File: src/smt_pkg.sv
// Shared types and constants for the sorted multiset table.
package smt_pkg;

  localparam int CAPACITY = 16;
  localparam int CNT_W    = $clog2(CAPACITY + 1);
  localparam int VAL_W    = 32;
  localparam int COUNT_W  = 5;

  typedef enum logic [1:0] {
    ACT_INSERT = 2'd0,
    ACT_REMOVE = 2'd1,
    ACT_SEARCH = 2'd2,
    ACT_CLEAR  = 2'd3
  } action_t;

  typedef enum logic [1:0] {
    ST_DONE      = 2'd0,
    ST_NOT_FOUND = 2'd1,
    ST_FULL      = 2'd2
  } status_t;

  typedef struct packed {
    logic                    load;
    action_t                 action;
    logic signed [VAL_W-1:0] value;
    logic                    full;
    logic                    hit;
  } cmd_t;

endpackage

File: src/sorted_multiset_table.sv
// Top level of the sorted multiset table: a chain of compare-and-shift cells.
// The result of an accepted item is registered in the output register.
// Throughput: one item per cycle while the output register is taken; every cell compares and shifts in parallel.
// The input is held only while the output register is full and not taken.
// Reset clears the entry count and the output valid; cell contents are not reset.
module sorted_multiset_table (
  input  logic        clk,
  input  logic        rst,
  input  logic        s_tvalid,
  output logic        s_tready,
  input  logic [31:0] s_tdata,   // item_value[31:0]
  input  logic [1:0]  s_tuser,   // action[1:0]
  output logic        m_tvalid,
  input  logic        m_tready,
  output logic [15:0] m_tdata    // status[1:0], found[2], entry_count[7:3], is_empty[8], zero
);

  localparam int N = smt_pkg::CAPACITY;

  smt_pkg::cmd_t                     cmd;
  logic [smt_pkg::CNT_W-1:0]         count;
  logic [smt_pkg::CNT_W-1:0]         count_next;
  logic signed [smt_pkg::VAL_W-1:0]  entries [N];
  logic [N-1:0]                      lt_vec;
  logic [N-1:0]                      eq_vec;
  logic [N-1:0]                      valid_vec;
  smt_pkg::status_t                  status_next;
  logic                              found_next;
  smt_pkg::status_t                  status;
  logic                              found;
  logic [smt_pkg::CNT_W+smt_pkg::COUNT_W-1:0] count_wide;

  assign s_tready = !m_tvalid || m_tready;

  assign cmd.load   = s_tvalid && s_tready;
  assign cmd.action = smt_pkg::action_t'(s_tuser);
  assign cmd.value  = s_tdata;
  assign cmd.full   = (count == smt_pkg::CNT_W'(N));
  assign cmd.hit    = |eq_vec;

  for (genvar i = 0; i < N; i++) begin : g_cell
    assign valid_vec[i] = smt_pkg::CNT_W'(i) < count;
    if (i == 0) begin : g_head
      if (N > 1) begin : g_more
        smt_cell u_cell (
          .clk        (clk),
          .cmd        (cmd),
          .cell_valid (valid_vec[i]),
          .left_lt    (1'b0),
          .left_entry (cmd.value),
          .right_entry(entries[i+1]),
          .entry      (entries[i]),
          .lt         (lt_vec[i]),
          .eq         (eq_vec[i])
        );
      end
    end else if (i == N - 1) begin : g_tail
      smt_cell u_cell (
        .clk        (clk),
        .cmd        (cmd),
        .cell_valid (valid_vec[i]),
        .left_lt    (lt_vec[i-1]),
        .left_entry (entries[i-1]),
        .right_entry(entries[i]),
        .entry      (entries[i]),
        .lt         (lt_vec[i]),
        .eq         (eq_vec[i])
      );
    end else begin : g_mid
      smt_cell u_cell (
        .clk        (clk),
        .cmd        (cmd),
        .cell_valid (valid_vec[i]),
        .left_lt    (lt_vec[i-1]),
        .left_entry (entries[i-1]),
        .right_entry(entries[i+1]),
        .entry      (entries[i]),
        .lt         (lt_vec[i]),
        .eq         (eq_vec[i])
      );
    end
  end

  always_comb begin
    count_next  = count;
    status_next = smt_pkg::ST_DONE;
    found_next  = 1'b0;
    case (cmd.action)
      smt_pkg::ACT_INSERT: begin
        if (cmd.full) begin
          status_next = smt_pkg::ST_FULL;
        end else begin
          count_next = count + smt_pkg::CNT_W'(1);
        end
      end
      smt_pkg::ACT_REMOVE: begin
        if (cmd.hit) begin
          found_next = 1'b1;
          count_next = count - smt_pkg::CNT_W'(1);
        end else begin
          status_next = smt_pkg::ST_NOT_FOUND;
        end
      end
      smt_pkg::ACT_SEARCH: begin
        if (cmd.hit) begin
          found_next = 1'b1;
        end else begin
          status_next = smt_pkg::ST_NOT_FOUND;
        end
      end
      default: begin
        count_next = '0;
      end
    endcase
  end

  always_ff @(posedge clk) begin
    if (rst) begin
      count    <= '0;
      m_tvalid <= 1'b0;
    end else begin
      if (cmd.load) begin
        count    <= count_next;
        m_tvalid <= 1'b1;
      end else if (m_tready) begin
        m_tvalid <= 1'b0;
      end
    end
  end

  always_ff @(posedge clk) begin
    if (cmd.load) begin
      status <= status_next;
      found  <= found_next;
    end
  end

  assign count_wide = {{smt_pkg::COUNT_W{1'b0}}, count};

  assign m_tdata = {7'd0, (count == '0), count_wide[smt_pkg::COUNT_W-1:0], found, status};

endmodule

File: src/smt_cell.sv
// One storage cell of the sorted chain: holds one entry and shifts with its neighbors.
module smt_cell (
  input  logic                            clk,
  input  smt_pkg::cmd_t                   cmd,
  input  logic                            cell_valid,
  input  logic                            left_lt,
  input  logic signed [smt_pkg::VAL_W-1:0] left_entry,
  input  logic signed [smt_pkg::VAL_W-1:0] right_entry,
  output logic signed [smt_pkg::VAL_W-1:0] entry,
  output logic                            lt,
  output logic                            eq
);

  logic signed [smt_pkg::VAL_W-1:0] entry_next;
  logic                             write_en;

  assign lt = cell_valid && (entry < cmd.value);
  assign eq = cell_valid && (entry == cmd.value);

  // The chain is sorted, so cells below the target position are exactly those
  // that hold a smaller value. An insert opens a gap at the first cell that is
  // not smaller; a remove closes the gap at that same cell.
  always_comb begin
    entry_next = entry;
    write_en   = 1'b0;
    case (cmd.action)
      smt_pkg::ACT_INSERT: begin
        if (!cmd.full && !lt) begin
          write_en   = 1'b1;
          entry_next = left_lt ? cmd.value : left_entry;
        end
      end
      smt_pkg::ACT_REMOVE: begin
        if (cmd.hit && !lt) begin
          write_en   = 1'b1;
          entry_next = right_entry;
        end
      end
      default: begin
        write_en = 1'b0;
      end
    endcase
  end

  always_ff @(posedge clk) begin
    if (cmd.load && write_en) begin
      entry <= entry_next;
    end
  end

endmodule

File: config.mk
export PLATFORM = sky130hd
export DESIGN_NAME = sorted_multiset_table
export DESIGN_NICKNAME = d
export VERILOG_FILES = /design/src/smt_pkg.sv /design/src/sorted_multiset_table.sv /design/src/smt_cell.sv
export SDC_FILE = /design/constraint.sdc
export NUM_CORES = 2
export LEC_CHECK = 0
export BUFFER_PORTS_ARGS = -buffer_cell sky130_fd_sc_hd__buf_2
export CAP_MARGIN = 30
export CORE_ASPECT_RATIO = 1.4
export CORE_MARGIN = 2
export CORE_UTILIZATION = 31
export DETAILED_ROUTE_END_ITERATION = 7
export HOLD_SLACK_MARGIN = 0.06
export PLACE_DENSITY = 0.48
export SLEW_MARGIN = 20
export SYNTH_ARGS = -nofsm -noshare
export SYNTH_HDL_FRONTEND = slang
export SYNTH_HIERARCHICAL = 1
export SYNTH_SLANG_ARGS = --single-unit
File: constraint.sdc
create_clock -name clk -period 9.07 [get_ports clk]
set_input_delay 1.3605 -clock clk [delete_from_list [all_inputs] [get_ports clk]]
set_output_delay 1.3605 -clock clk [all_outputs]
set_load 0.01 [all_outputs]
==> tab_implementation.tex <==
\begin{tabular}{lr}
\hline
Metric & Value \\
\hline
\multicolumn{2}{l}{\textbf{STA}} \\
F\_max & 180.7 MHz \\
Finish-stage setup viols & 0 \\
Rel. slew slack & 35.37\% \\
Number of pins with negative max-slew slack in the final report & 0 \\
Post-route setup TNS & 0 ps \\
Unrepaired setup endpoints after global routing & false \\
Fin Clk Skew & 24.85 ps \\
Period utilisation layout & 61.02\% \\
Fin crit period & 5535 ps \\
Transition time of the tightest slew-check pin & 959.3 ps \\
Final setup slack of the worst path & 3535 ps \\
Fin. Hold Viols & 0 \\
\multicolumn{2}{l}{\textbf{Setup path}} \\
Cell depth of the worst flop-to-flop path & 16 \\
CP max stage delay & 800 ps \\
R2R Path Start & count[4] \\
Worst path most repeated cell & nand4\_1 \\
Count of buffer and inverter cells on the critical path & 4 \\
Setup Crit Path Kind & primary input to register \\
Maximum fanout count along the critical path & 33 \\
Slowest cell on the critical path & nor4\_1 \\
Critical Path RT & 9350 ps \\
End of the worst register-to-register path & g\_cell[14].g\_mid.u\_cell/entry[5] \\
Crit path arrival time & 5820 ps \\
FF-to-FF setup slack & 4470 ps \\
Ordered list of cells on the worst path & buf\_2 -> inv\_1 -> ha\_1 -> nand4\_1 -> nor4\_1 -> nand4\_1 -> nor2\_1 -> nor4\_1 -> nand4\_1 -> buf\_4 -> a21oi\_1 -> nor3b\_1 -> o211a\_1 -> buf\_4 \\
Critical path launch point type & primary input \\
Cell family with the largest share of critical-path delay & simple AND/OR/NAND/NOR gates \\
Element type at the critical path end & register \\
\multicolumn{2}{l}{\textbf{Placed design}} \\
Setup slack at placement & 2989 ps \\
Routability congestion estimate from global placement & 0.8224 \\
IO Port Bufs & 48 \\
Half-perimeter wire length after placement & 88690 um \\
\multicolumn{2}{l}{\textbf{Hold path}} \\
End of the worst hold path & g\_cell[7].g\_mid.u\_cell/entry[31] \\
Worst Hold Launch & g\_cell[8].g\_mid.u\_cell/entry[31] \\
Min-Delay Path Class & register to register \\
Hold Path Cell Cnt & 2 \\
\multicolumn{2}{l}{\textbf{Finish}} \\
Total Nets Final & 4849 \\
Most common cell after layout, fill and taps aside & nand2\_1 \\
Most used cells in the layout excluding fill and tap cells & nand2\_1 (674), o21ai\_0 (599), inv\_1 (540), ha\_1 (520), mux2i\_1 (516) \\
Area growth from synthesis to layout & 10.18\% \\
Layout cells sized above 1 & 6.174\% \\
\multicolumn{2}{l}{\textbf{Floorplanning}} \\
Area inside the core boundary & 0.1304 mm2 \\
Starting density of the core & 31.11\% \\
Die Y & 432.1 um \\
Standard-cell rows & 157 \\
Num ports & 56 \\
Horizontal extent of the die & 309.8 um \\
Overall die area & 0.1338 mm2 \\
\multicolumn{2}{l}{\textbf{Pwr}} \\
Total power per unit cell area & 142.4 mW/mm2 \\
Static leakage & 17.73 nW \\
Max VDD drop & 0.1476 mV \\
\multicolumn{2}{l}{\textbf{Clock tree}} \\
Clk slew on worst S/H paths & 60 ps \\
Number of buffers between clock root and the deepest sink & 3 \\
Clock latency at the later pin of the worst-skew pair & 660 ps \\
Buffer type at the clock tree root & clkbuf\_16 \\
Number of buffers created by CTS & 60 \\
Level count of the clock H-tree & 2 \\
Quantity of hold-fixing buffers added after cts & 0 \\
Cells resized by post-CTS repair & 0 \\
Setup Fix Bufs, Post-CTS & 0 \\
Clk sink count & 521 \\
TritonCTS clock tree & built \\
\multicolumn{2}{l}{\textbf{Global routing}} \\
Final global-route overflow total & 0 \\
Initial antenna violation count & 2 \\
Vias in the first global route & 31040 \\
Pin count of the biggest net entering global routing & 65 \\
Global-route usage over all layers & 17.09\% \\
First-pass GRT wire length & 179300 um \\
\multicolumn{2}{l}{\textbf{Route}} \\
DR vias & 29860 \\
Per-cell via count in the routed design & 4.902 \\
Detailed-router iteration count before antenna repair & 5 \\
Residual DRC & 0 \\
Wire length after detailed routing & 114400 um \\
DRC violation total after the first TritonRoute iteration & 1343 \\
Routed length per placed instance & 18.78 um \\
Number of nets with antenna violations after routing & 0 \\
\multicolumn{2}{l}{\textbf{Job}} \\
Number of max-capacitance violations reported & 0 \\
\multicolumn{2}{l}{\textbf{Logic synthesis}} \\
Post-synthesis cell area & 0.04057 mm2 \\
Warnings, synthesis & 6 \\
Number of cells produced by synthesis & 4322 \\
Syn\_area\_per\_cell & 9.388 um2 \\
\multicolumn{2}{l}{\textbf{Status}} \\
Status & completed \\
\hline
\end{tabular}
==> layer usage <==
| metal | vias to the layer above | global-route usage, % | wire length, um |
|---|---|---|---|
| li1 | 15330 | - | - |
| met1 | 14000 | 19.62 | 47250 |
| met2 | 350 | 32.26 | 59930 |
| met3 | 180 | 1.705 | 2784 |
| met4 | 0 | 6.407 | 4437 |
| met5 | - | 0 | 0 |
==> worst register-to-register path, cell delays in order (launching register included) <==
cell and delay [ps]:
dfxtp_1 460, nor2_1 320, inv_1 190, nor2_1 320, o21ai_0 420, and3_1 330, nand4_1 120, nor2_1 90
nor4_1 730, nand4_1 160, buf_4 260, nand2_1 90, o21ai_0 80, nand3b_1 180, a21oi_1 60, a21boi_4 140
buf_4 300
==> worst max-delay path by stage <==
stage                     depth (start not counted)                                      end   startpoint
after global placement                           16          g_cell[1].g_mid.u_cell/entry[7]  s_tdata[13]
after floorplan                                  13  g_cell[0].g_head.g_more.u_cell/entry[0]  s_tdata[30]
final                                            14       g_cell[15].g_tail.u_cell/entry[25]  s_tdata[13]
after detailed placement                         16          g_cell[1].g_mid.u_cell/entry[7]  s_tdata[13]
after CTS                                        16          g_cell[1].g_mid.u_cell/entry[7]  s_tdata[13]
after global routing                             16          g_cell[5].g_mid.u_cell/entry[2]  s_tdata[13]
==> flip-flops by register name, indices dropped and copies added, names as in the netlist <==
name / flops
count: 5
found: 1
g_cell.g_head.g_more.u_cell/entry: 32
g_cell.g_mid.u_cell/entry: 448
g_cell.g_tail.u_cell/entry: 32
m_tvalid: 1
status: 2
==> stage by stage <==
stage | power (mW) | util, % | hold slack [ps] | cell area (um2) | cells
floorplan | 3.613 | - | 509.6 | 40600 | 4329
global placement | 3.962 | 32.83 | 574.0 | 42820 | 5978
detailed placement | 3.990 | 32.83 | 580.2 | 42820 | 5978
CTS | 6.460 | 34.27 | 585.7 | 44700 | 6090
global route | 6.688 | 34.27 | 632.4 | 44700 | 6090
finish | 6.366 | 34.27 | 588.8 | 44700 | 6091
==> where the power goes <==
part	switching [mW]	leakage, nW	total [mW]	internal (mW)
sequential	0.0747	4.78	2.85	2.77
combinational	0.679	12.0	1.08	0.399
clock	1.07	0.926	2.44	1.37
==> layout make-up <==
class / count / area (um2)
inverters: 540 / 2027
clock buffers: 75 / 1579
diodes: 1 / 2.502
clock inverters: 37 / 301.5
fillers: 13400 / 85730
multi-input cells: 3079 / 22470
repair buffers: 89 / 548.0
well taps: 1749 / 2188
flip-flops and latches: 521 / 15580
Power figures use the tool's default switching activity.
